**src/hdl/lug_pkg.sv**
```systemverilog
// Shared types and constants for the Lehmer uniform integer generator.
// Used by lug_ctrl, lug_datapath and the top level; no dependencies.
package lug_pkg;

    localparam int STATE_W = 31;
    localparam int LIMIT_W = 16;
    localparam int MULT_W  = 15;
    localparam int SPAN_W  = LIMIT_W + 1;
    localparam int PROD_W  = STATE_W + MULT_W;
    localparam int SCALE_W = STATE_W + SPAN_W;

    localparam logic [MULT_W-1:0]  LEHMER_MULT = 15'd16807;
    localparam logic [STATE_W-1:0] LEHMER_MOD  = 31'h7FFF_FFFF;
    localparam logic [STATE_W-1:0] STATE_RESET = 31'd123456789;

    localparam logic MODE_DRAW = 1'b0;
    localparam logic MODE_LOAD = 1'b1;

    typedef enum logic [2:0] {
        ST_IDLE,
        ST_MUL,
        ST_FOLD,
        ST_SCALE,
        ST_DIV,
        ST_DONE
    } lug_state_t;

    typedef struct packed {
        logic capture;
        logic mul;
        logic fold;
        logic scale;
        logic div;
        logic finish;
    } lug_cmd_t;

    typedef struct packed {
        logic bypass;    // incoming item needs no arithmetic (load, or zero state)
        logic out_busy;  // output register holds a result that is not taken this cycle
    } lug_stat_t;

endpackage

```
**src/hdl/lug_ctrl.sv**
```systemverilog
// Sequencer for the generator: walks one item through multiply, fold,
// scale and divide steps, or straight to the finish for loads and zero-state draws. Depends on lug_pkg.
module lug_ctrl
(
    input  logic               clk,
    input  logic               rst_n,
    input  logic               s_axis_tvalid,
    output logic               s_axis_tready,
    input  lug_pkg::lug_stat_t stat,
    output lug_pkg::lug_cmd_t  cmd
);

    lug_pkg::lug_state_t state_reg;
    lug_pkg::lug_state_t state_next;

    always_ff @(posedge clk or negedge rst_n)
    begin
        if (!rst_n)
        begin
            state_reg <= lug_pkg::ST_IDLE;
        end
        else
        begin
            state_reg <= state_next;
        end
    end

    always_comb
    begin
        state_next    = state_reg;
        cmd           = '0;
        s_axis_tready = 1'b0;
        case (state_reg)
            lug_pkg::ST_IDLE:
            begin
                s_axis_tready = 1'b1;
                if (s_axis_tvalid)
                begin
                    cmd.capture = 1'b1;
                    state_next  = stat.bypass ? lug_pkg::ST_DONE : lug_pkg::ST_MUL;
                end
            end
            lug_pkg::ST_MUL:
            begin
                cmd.mul    = 1'b1;
                state_next = lug_pkg::ST_FOLD;
            end
            lug_pkg::ST_FOLD:
            begin
                cmd.fold   = 1'b1;
                state_next = lug_pkg::ST_SCALE;
            end
            lug_pkg::ST_SCALE:
            begin
                cmd.scale  = 1'b1;
                state_next = lug_pkg::ST_DIV;
            end
            lug_pkg::ST_DIV:
            begin
                cmd.div    = 1'b1;
                state_next = lug_pkg::ST_DONE;
            end
            lug_pkg::ST_DONE:
            begin
                if (!stat.out_busy)
                begin
                    cmd.finish = 1'b1;
                    state_next = lug_pkg::ST_IDLE;
                end
            end
            default:
            begin
                state_next = lug_pkg::ST_IDLE;
            end
        endcase
    end

endmodule

```
**src/hdl/lug_datapath.sv**
```systemverilog
// Datapath: generator state, constant multiply with Mersenne fold, span
// scaling, division by 2^31-1 and the output register. Depends on lug_pkg.
module lug_datapath
(
    input  logic                          clk,
    input  logic                          rst_n,
    input  lug_pkg::lug_cmd_t             cmd,
    output lug_pkg::lug_stat_t            stat,
    input  logic [63:0]                   s_axis_tdata,
    input  logic                          s_axis_tuser,
    output logic                          m_axis_tvalid,
    input  logic                          m_axis_tready,
    output logic [lug_pkg::LIMIT_W-1:0]   m_axis_tdata,
    output logic                          m_axis_tuser
);

    localparam int SW = lug_pkg::STATE_W;
    localparam int LW = lug_pkg::LIMIT_W;
    localparam int PW = lug_pkg::SPAN_W;

    // unpacked input fields
    logic [SW-1:0]        seed_in;
    logic signed [LW-1:0] lim_a;
    logic signed [LW-1:0] lim_b;
    logic signed [LW-1:0] lo_in;
    logic signed [LW-1:0] hi_in;
    logic [PW-1:0]        span_in;

    logic [SW-1:0]                  state_reg;
    logic [SW-1:0]                  seed_reg;
    logic signed [LW-1:0]           lo_reg;
    logic signed [LW-1:0]           hi_reg;
    logic [PW-1:0]                  span_reg;
    logic                           load_reg;
    logic                           zero_reg;
    logic [lug_pkg::PROD_W-1:0]     prod_reg;
    logic [SW-1:0]                  s_reg;
    logic [lug_pkg::SCALE_W-1:0]    scaled_reg;
    logic [PW-1:0]                  off_reg;
    logic [LW-1:0]                  out_value_reg;
    logic                           out_err_reg;
    logic                           out_valid_reg;

    logic [SW:0]                    fold_sum;
    logic [SW-1:0]                  s_next;
    logic [PW-1:0]                  quo;
    logic [SW:0]                    rem;
    logic [PW-1:0]                  off_next;
    logic signed [PW:0]             draw_sum;
    logic signed [LW-1:0]           draw_value;
    logic [LW-1:0]                  out_value_next;

    assign seed_in = s_axis_tdata[SW-1:0];
    assign lim_a   = s_axis_tdata[SW+LW-1:SW];
    assign lim_b   = s_axis_tdata[SW+2*LW-1:SW+LW];
    assign lo_in   = (lim_b < lim_a) ? lim_b : lim_a;
    assign hi_in   = (lim_b < lim_a) ? lim_a : lim_b;
    assign span_in = PW'($signed({hi_in[LW-1], hi_in}) - $signed({lo_in[LW-1], lo_in}))
                     + PW'(1);

    assign stat.bypass   = (s_axis_tuser == lug_pkg::MODE_LOAD) || (state_reg == '0);
    assign stat.out_busy = out_valid_reg && !m_axis_tready;

    // x mod (2^31-1): add the high bits back onto the low bits, one correction
    assign fold_sum = {1'b0, prod_reg[SW-1:0]} + (SW+1)'(prod_reg[lug_pkg::PROD_W-1:SW]);
    assign s_next   = (fold_sum >= {1'b0, lug_pkg::LEHMER_MOD})
                      ? SW'(fold_sum - {1'b0, lug_pkg::LEHMER_MOD}) : SW'(fold_sum);

    // floor(x / (2^31-1)): x = q*2^31 + l = q*M + (q + l)
    assign quo      = scaled_reg[lug_pkg::SCALE_W-1:SW];
    assign rem      = {1'b0, scaled_reg[SW-1:0]} + (SW+1)'(quo);
    assign off_next = quo + PW'(rem >= {1'b0, lug_pkg::LEHMER_MOD});

    assign draw_sum   = $signed({{2{lo_reg[LW-1]}}, lo_reg}) + $signed({1'b0, off_reg});
    assign draw_value = (draw_sum > $signed({{2{hi_reg[LW-1]}}, hi_reg}))
                        ? hi_reg : LW'(draw_sum);

    always_comb
    begin
        if (load_reg)
        begin
            out_value_next = '0;
        end
        else if (zero_reg)
        begin
            out_value_next = lo_reg;
        end
        else
        begin
            out_value_next = draw_value;
        end
    end

    // control state
    always_ff @(posedge clk or negedge rst_n)
    begin
        if (!rst_n)
        begin
            state_reg     <= lug_pkg::STATE_RESET;
            out_valid_reg <= 1'b0;
        end
        else
        begin
            if (cmd.finish)
            begin
                if (load_reg)
                begin
                    state_reg <= seed_reg;
                end
                else if (!zero_reg)
                begin
                    state_reg <= s_reg;
                end
            end
            if (cmd.finish)
            begin
                out_valid_reg <= 1'b1;
            end
            else if (m_axis_tready)
            begin
                out_valid_reg <= 1'b0;
            end
        end
    end

    // payload
    always_ff @(posedge clk)
    begin
        if (cmd.capture)
        begin
            seed_reg <= seed_in;
            lo_reg   <= lo_in;
            hi_reg   <= hi_in;
            span_reg <= span_in;
            load_reg <= (s_axis_tuser == lug_pkg::MODE_LOAD);
            zero_reg <= (state_reg == '0);
        end
        if (cmd.mul)
        begin
            prod_reg <= {{lug_pkg::MULT_W{1'b0}}, state_reg}
                        * {{SW{1'b0}}, lug_pkg::LEHMER_MULT};
        end
        if (cmd.fold)
        begin
            s_reg <= s_next;
        end
        if (cmd.scale)
        begin
            scaled_reg <= {{PW{1'b0}}, s_reg} * {{SW{1'b0}}, span_reg};
        end
        if (cmd.div)
        begin
            off_reg <= off_next;
        end
        if (cmd.finish)
        begin
            out_value_reg <= out_value_next;
            out_err_reg   <= !load_reg && zero_reg;
        end
    end

    assign m_axis_tvalid = out_valid_reg;
    assign m_axis_tdata  = out_value_reg;
    assign m_axis_tuser  = out_err_reg;

endmodule

```
**src/hdl/lehmer_uniform_int_generator_core.sv**
```systemverilog
// Top level of the Lehmer uniform integer generator (multiplier 16807,
// modulus 2^31-1). Depends on lug_pkg, lug_ctrl and lug_datapath.
//
// Usage:
//   Input stream (s_axis_*): one item per handshake. tuser is the mode:
//   0 draws a number in [low_limit, high_limit] (limits swapped if reversed),
//   1 loads the generator state from new_seed.
//   Output stream (m_axis_*): exactly one item per input item, in order.
//   tdata is the drawn value (0 for a load), tuser flags a draw from a zero
//   state (the value is then the lower limit and the state stays zero).
// Sequence:
//   A draw that advances the state runs multiply, fold, scale and divide
//   steps in one shared sequencer: the result register loads in the done
//   step that follows the divide step, and the next item is accepted only
//   after that, so items never overlap. Loads and zero-state draws skip the
//   arithmetic and go from the accept straight to the done step.
// Reset: the state becomes 123456789, the sequencer idles, output invalid.
// Stall: a finished result waits in the output register; the next item is
//   still accepted and processed, and holds in its last step until the
//   register is free.
module lehmer_uniform_int_generator_core
(
    input  logic        clk,
    input  logic        rst_n,
    input  logic        s_axis_tvalid,
    output logic        s_axis_tready,
    input  logic [63:0] s_axis_tdata,   // new_seed[30:0], low_limit[46:31], high_limit[62:47], 0
    input  logic        s_axis_tuser,   // mode
    output logic        m_axis_tvalid,
    input  logic        m_axis_tready,
    output logic [15:0] m_axis_tdata,   // value[15:0]
    output logic        m_axis_tuser    // zero_seed_error
);

    lug_pkg::lug_cmd_t  cmd;
    lug_pkg::lug_stat_t stat;

    lug_ctrl u_ctrl
    (
        .clk           (clk),
        .rst_n         (rst_n),
        .s_axis_tvalid (s_axis_tvalid),
        .s_axis_tready (s_axis_tready),
        .stat          (stat),
        .cmd           (cmd)
    );

    lug_datapath u_datapath
    (
        .clk           (clk),
        .rst_n         (rst_n),
        .cmd           (cmd),
        .stat          (stat),
        .s_axis_tdata  (s_axis_tdata),
        .s_axis_tuser  (s_axis_tuser),
        .m_axis_tvalid (m_axis_tvalid),
        .m_axis_tready (m_axis_tready),
        .m_axis_tdata  (m_axis_tdata),
        .m_axis_tuser  (m_axis_tuser)
    );

`ifndef SYNTHESIS
    // one item at a time: no accept right after an accept
    a_no_double_accept: assert property (@(posedge clk) disable iff (!rst_n)
        (s_axis_tvalid && s_axis_tready) |=> !s_axis_tready)
        else $error("input accepted twice in a row");

    // at most one datapath step per cycle
    a_cmd_onehot: assert property (@(posedge clk) disable iff (!rst_n)
        $onehot0({cmd.capture, cmd.mul, cmd.fold, cmd.scale, cmd.div, cmd.finish}))
        else $error("more than one datapath command active");

    // a finished item always shows up on the output
    a_finish_valid: assert property (@(posedge clk) disable iff (!rst_n)
        cmd.finish |=> m_axis_tvalid)
        else $error("finished item not presented");

    // the output register is never overwritten while a result waits
    a_no_overwrite: assert property (@(posedge clk) disable iff (!rst_n)
        (m_axis_tvalid && !m_axis_tready) |-> !cmd.finish)
        else $error("pending result overwritten");
`endif

endmodule

```
**config.mk**
```make
export PLATFORM = sky130hd
export DESIGN_NAME = lehmer_uniform_int_generator_core
export DESIGN_NICKNAME = d
export VERILOG_FILES = /design/src/hdl/lug_pkg.sv /design/src/hdl/lug_ctrl.sv /design/src/hdl/lug_datapath.sv /design/src/hdl/lehmer_uniform_int_generator_core.sv
export SDC_FILE = /design/constraint.sdc
export NUM_CORES = 2
export LEC_CHECK = 0
export BUFFER_PORTS_ARGS = -buffer_cell sky130_fd_sc_hd__clkbuf_2
export CAP_MARGIN = 20
export CORE_MARGIN = 5
export CORE_UTILIZATION = 45
export CTS_BUF_LIST = sky130_fd_sc_hd__clkbuf_8
export CTS_CLUSTER_SIZE = 20
export DETAILED_ROUTE_END_ITERATION = 8
export PLACE_DENSITY = 0.59
export SYNTH_ARGS = -nofsm -noshare
export SYNTH_HDL_FRONTEND = slang
export SYNTH_SLANG_ARGS = --single-unit
```
**constraint.sdc**
```tcl
create_clock -name clk -period 8.95 [get_ports clk]
set_clock_uncertainty 0.1 [all_clocks]
set_input_delay 1.79 -clock clk [delete_from_list [all_inputs] [get_ports clk]]
set_output_delay 1.79 -clock clk [all_outputs]
set_load 0.02 [all_outputs]
```
* Word level (Yosys, flattened, before mapping)
Index checks and enable logic that the tools add are counted.
** Cells by class
- Reduce and logical (&&, ||, !) cells :: 10
- Multiplexer cells :: 22
- Magnitude comparators :: 4
- Eq/ne operators :: 8
- $mul :: 2
- Add/sub/neg operators :: 7
** Operator list (number)
- 31-bit two-way mux :: 3
- 32-bit by 31-bit greater-or-equal comparator with 1-bit output (second input constant) :: 2
- 16-bit two-way mux :: 4
- 31-bit by 17-bit multiplier with 48-bit output :: 1
- 31-bit by 15-bit multiplier with 46-bit output (second input constant) :: 1
- 31-bit by 15-bit adder with 32-bit output :: 1
- 31-bit by 17-bit adder with 32-bit output :: 1
- 31-bit logical NOT :: 1
- 31-bit subtractor (second input constant) :: 1
- 16-bit by 18-bit adder with 18-bit output :: 1
- 18-bit by 16-bit greater-than comparator with 1-bit output :: 1
- 3-bit one-hot mux with 6 select lines :: 1
- 17-bit by 1-bit adder with 17-bit output :: 1
- 17-bit by 2-bit adder with 17-bit output (second input constant) :: 1
- 16-bit by 16-bit subtractor with 17-bit output :: 1
- 16-bit < comparator :: 1
- 1-bit two-way mux :: 11
- 3-bit two-way mux :: 3
- 3-bit by 2-bit equality test with 1-bit output (second input constant) :: 2
- 3-bit equality test (second input constant) :: 2
- 2-bit inequality test (second input constant) :: 2
- 2-bit AND reduction :: 2
- 3-bit by 1-bit equality test with 1-bit output (second input constant) :: 1
- 3-bit logical NOT :: 1
- other kinds (5) :: 7
** Storage, ports and cells
- Output and inout port bits :: 19
- Logic and storage cells :: 68
- Input bits :: 69
- Bits in registers :: 276

* Depth between registers and ports, before layout
- Word-level depth :: 5
- Gate-level depth with buffers :: 26

* By module
From an unflattened synthesis, not the netlist that was laid out.
** Second synthesis, totals
- Cell total of the unflattened synthesis :: 3975
- Area, all modules :: 38909.8 um^2
** Modules (own cells, without submodules)
- lug_datapath :: sequential area each 8057.7 um^2, area each 38688.4 um^2, instances 1, cells an instance 3952
- lug_ctrl :: sequential area each 75.1 um^2, area each 221.5 um^2, instances 1, cells an instance 23

* Worst setup path after synthesis
No wires, ideal clock.
- Path type :: register to register
- From :: reg u_datapath.s_reg[10]
- To :: reg u_datapath.scaled_reg[40] (netlist bit), data pin
- Setup time :: 0.207 ns
- Setup slack :: 2.126 ns
- Stages on the path, launching flop included :: 24
- Path buffers :: 3
- Period minus slack after synthesis :: 6.824 ns
- Arrival time :: 6.517 ns
- Cells stage by stage :: edfxtp_1 -> clkbuf_1 -> clkbuf_1 -> nand2_1 -> fa_1 -> inv_1 -> fa_1 -> fa_1 -> fa_1 -> fa_1 -> inv_1 -> fa_1 -> inv_1 -> ha_1 -> clkbuf_1 -> nand4_1 -> nor2_1 -> nor4bb_1 -> o22ai_1 -> o211ai_1 -> o41ai_1 -> o21ai_0 -> nor3b_1 -> a2111oi_0
** Between the ends
- Word-level cells in the longest chain between the ends :: 1
** RTL lines
- from (decl) :: line lug_datapath.sv:37 : logic [SW-1:0] s_reg;
- from (signal assigned) :: line lug_datapath.sv:145 : s_reg <= s_next;
- 31-bit by 17-bit multiplier with 48-bit output :: line lug_datapath.sv:149 : scaled_reg <= {{PW{1'b0}}, s_reg} * {{SW{1'b0}}, span_reg};
- to (signal assigned) :: line lug_datapath.sv:149
- to (decl) :: line lug_datapath.sv:38 : logic [lug_pkg::SCALE_W-1:0] scaled_reg;
No other way between the ends.
A chain may end at the register's enable or synchronous reset.

* Worst setup path after layout
Same ends and word-level chain as after synthesis.

==> metrics.csv <==
metric,value,unit
yosys-top-cells-count,"sky130_fd_sc_hd__inv_1, sky130_fd_sc_hd__fa_1, sky130_fd_sc_hd__nand2_1",
global_route_wire_length_before_repair,154,mm
globalRoute.totalOverflow,0,
tritoncts,yes,
drt_iter0_drc,1305,
number_of_buffers_inserted_by_hold_repair_at_cts,0,
port-buffer-count,86,
synth.net_count,4978,
die_area,0.0913,sq mm
route.vias.total,26600,
synth_warnings,0,
detailed_place_hpwl,77.0,mm
number_of_hold_violations_in_the_final_report,0,
timing.setup.tns,0,ns
iteration_count_of_the_initial_detailed_routing_pass,5,
n_fill_cell,8065,
first_global_vias,28200,
outcome,finished clean,
setup_viol,0,
fin_crit,8.04,ns
dieWidth,302,um
number_of_cells_traversed_by_the_worst_register_to_register_path,20,
cts_buffer_depth,3,
drt.antenna.violating_nets,0,
floorplan.io_pins,88,
regArea,0.00813,sq mm
detailed_route_wire_length_per_cell,18.6,um
max_cap_violations,0,
most_frequent_cell_after_synthesis,sky130_fd_sc_hd__inv_1,
nNetsFinal,5027,
effective_utilization_at_floorplan,0.453,
timing.critical_path.fanout_max,18,
number_of_vias_per_cell_after_detailed_routing,5.17,
syn_area_per_cell,9.82,sq um
synth.area.top_cells,"sky130_fd_sc_hd__fa_1, sky130_fd_sc_hd__edfxtp_1, sky130_fd_sc_hd__ha_1, sky130_fd_sc_hd__inv_1, sky130_fd_sc_hd__nand2_1",
worstSetupEndpoint,u_datapath.scaled_reg[40]$_DFFE_PN_,
grt_setup_unrepaired,no,
clock_latency,0.66,ns
worst_setup_path_end_kind,flip-flop,
drive_gt1_frac,0.0660,
postSynth.asyncResetShare,0.127,
synth-seq-cells,276,
cts_resized,0,
post_cts_buffers,0,
rows,107,
netlist.top_cell.by_area,sky130_fd_sc_hd__fa_1,
totalWireLength,95.5,mm
grt_start_max_net_pins,63,
synth-edff-count,241,
part_of_the_yosys_area_used_for_sequential_elements,0.212,
area_growth,7.23,%
worst_ep_required_time,9.23,ns
worst_hold_path.num_cells,2,
cts-buffers-inserted,49,
crit-reg2reg-launch,u_datapath.s_reg[10]$_DFFE_PP_,
worst-slew-pin-transition,1.09,ns
finalWeightedCongestion,0.881,
htreeDepth,2,
timing.critical_path.arrival,8.32,ns
crit-reg2reg-capture,u_datapath.scaled_reg[40]$_DFFE_PN_,
globalRouteTotalUtil,0.215,
synth_largest_type_area_fraction,0.298,
crit_path_start_kind,flip-flop,
core-area,0.0849,sq mm
critPathKind,flip-flop to flip-flop,
drv_slew,0,
die_span_in_y,302,um
max_ffs_per_register,48,
max-slew-margin-rel,0.272,
max_freq,124,MHz
netlist-cell-type-count,81,
syn_inst,3913,
cell_at_the_root_of_the_clock_tree,sky130_fd_sc_hd__clkbuf_8,
reg2reg_setup_slack,0.91,ns
synth_flop_cell,sky130_fd_sc_hd__edfxtp_1,
mappedNetlistArea,0.0384,sq mm
setup.worst_path.start,u_datapath.s_reg[10]$_DFFE_PP_,
initial_antenna_violation_count,1,
hold_class,flip-flop to flip-flop,
cts.sink_count,276,
period_share,0.899,
detail_route.drc_violations,0,
clkTransAtPathRegs,0.07,ns
multi_input_comb_area,0.0270,sq mm
per-stage QoR:
step / setup slack, ns / instance area (sq um) / std cells / hold slack [ns] / utilization
5_1_grt: 0.373 / 41200 / 5144 / 0.484 / 0.485
4_1_cts: 0.832 / 41200 / 5142 / 0.461 / 0.485
6_report: 0.905 / 41200 / 5145 / 0.449 / 0.485
3_5_place_dp: 0.919 / 40200 / 5055 / 0.446 / 0.473
3_3_place_gp: 0.909 / 40100 / 5054 / 0.438 / 0.473
2_1_floorplan: 2.13 / 38400 / 3913 / 0.416 / -
logic make-up (layout without fill, tap and decap cells):
family                     after synthesis  count (layout)  synth area share
and+or+nand+nor                       1046            1046             0.131
adders and majority gates              996             996             0.436
buffers and inverters                  884             969            0.0867
AOI/OAI and AO/OA                      486             486            0.0805
DFF                                    276             276             0.212
xor gates and xnor gates               172             172            0.0392
muxes                                   53              53            0.0144
other                                    0               3                 0
per-layer routing:
layer / routed length (um) / share of wire / GRT usage / vias up
met5: 0 / 0 / 0 / -
met4: 2910 / 0.030 / 0.0619 / 0
met3: 3770 / 0.040 / 0.0221 / 155
met2: 47200 / 0.49 / 0.371 / 555
met1: 41600 / 0.44 / 0.289 / 13200
li1: - / - / - / 12700
placed cells by master, fill, tap and decap left out, types with 35 or more instances in the layout:
cell	synthesis	layout
sky130_fd_sc_hd__mux2i_1	36	36
sky130_fd_sc_hd__ha_1	425	425
sky130_fd_sc_hd__nand2_1	431	431
sky130_fd_sc_hd__o21ai_0	86	85
sky130_fd_sc_hd__and2_1	211	210
sky130_fd_sc_hd__a21oi_1	181	181
sky130_fd_sc_hd__clkbuf_8	0	50
sky130_fd_sc_hd__a21o_1	68	68
sky130_fd_sc_hd__xor2_1	48	48
sky130_fd_sc_hd__edfxtp_1	241	241
sky130_fd_sc_hd__xnor2_1	124	124
sky130_fd_sc_hd__buf_4	1	46
sky130_fd_sc_hd__inv_1	748	762
sky130_fd_sc_hd__nand3_1	37	37
sky130_fd_sc_hd__nor2_1	168	167
sky130_fd_sc_hd__clkbuf_2	0	86
sky130_fd_sc_hd__fa_1	571	571
sky130_fd_sc_hd__nand4_1	43	43
sky130_fd_sc_hd__nor2b_1	35	35
worst max-delay path: stages, from the launching register on:
cell and delay (ns):
sky130_fd_sc_hd__edfxtp_1 1.05, sky130_fd_sc_hd__nand2_1 0.19, sky130_fd_sc_hd__fa_1 0.57, sky130_fd_sc_hd__inv_1 0.05, sky130_fd_sc_hd__fa_1 0.48, sky130_fd_sc_hd__fa_1 0.54, sky130_fd_sc_hd__fa_1 0.52, sky130_fd_sc_hd__fa_1 0.54
sky130_fd_sc_hd__inv_1 0.05, sky130_fd_sc_hd__fa_1 0.55, sky130_fd_sc_hd__inv_1 0.05, sky130_fd_sc_hd__ha_1 0.40, sky130_fd_sc_hd__nand4_1 0.22, sky130_fd_sc_hd__nor2_1 0.13, sky130_fd_sc_hd__nor4bb_1 0.48, sky130_fd_sc_hd__o22ai_1 0.27
sky130_fd_sc_hd__o211ai_1 0.33, sky130_fd_sc_hd__o41ai_1 0.16, sky130_fd_sc_hd__o21ai_0 0.56, sky130_fd_sc_hd__nor3b_1 0.12, sky130_fd_sc_hd__a2111oi_0 0.43
how the worst min path moves through the flow:
| stage | end | slack [ns] | start |
|---|---|---|---|
| 6_report | u_datapath.state_reg[12]$_DFFE_PN0P_ | 0.45 | u_datapath.seed_reg[12]$_DFFE_PP_ |
| 5_1_grt | u_datapath.state_reg[23]$_DFFE_PN0P_ | 0.48 | u_datapath.seed_reg[23]$_DFFE_PP_ |
| 4_1_cts | u_datapath.state_reg[1]$_DFFE_PN0P_ | 0.46 | u_datapath.seed_reg[1]$_DFFE_PP_ |
| 3_5_place_dp | u_datapath.state_reg[1]$_DFFE_PN0P_ | 0.45 | u_datapath.seed_reg[1]$_DFFE_PP_ |
| 3_3_place_gp | u_datapath.state_reg[1]$_DFFE_PN0P_ | 0.44 | u_datapath.seed_reg[1]$_DFFE_PP_ |
| 2_1_floorplan | u_datapath.state_reg[10]$_DFFE_PN1P_ | 0.42 | u_datapath.state_reg[10]$_DFFE_PN1P_ |
final cells by class:
cell class | instances | area share
inverters | 749 | 0.0683
diodes | 3 | 0.000182
flip-flops and latches | 276 | 0.197
clock buffers | 50 | 0.0167
repair buffers | 133 | 0.0195
well taps | 1144 | 0.0348
clock inverters | 37 | 0.00772
multi-input cells | 2753 | 0.655
Power is left out: the tool's default activity adds up to more than one toggle a clock period on the data nets, which glitch-free logic cannot reach.
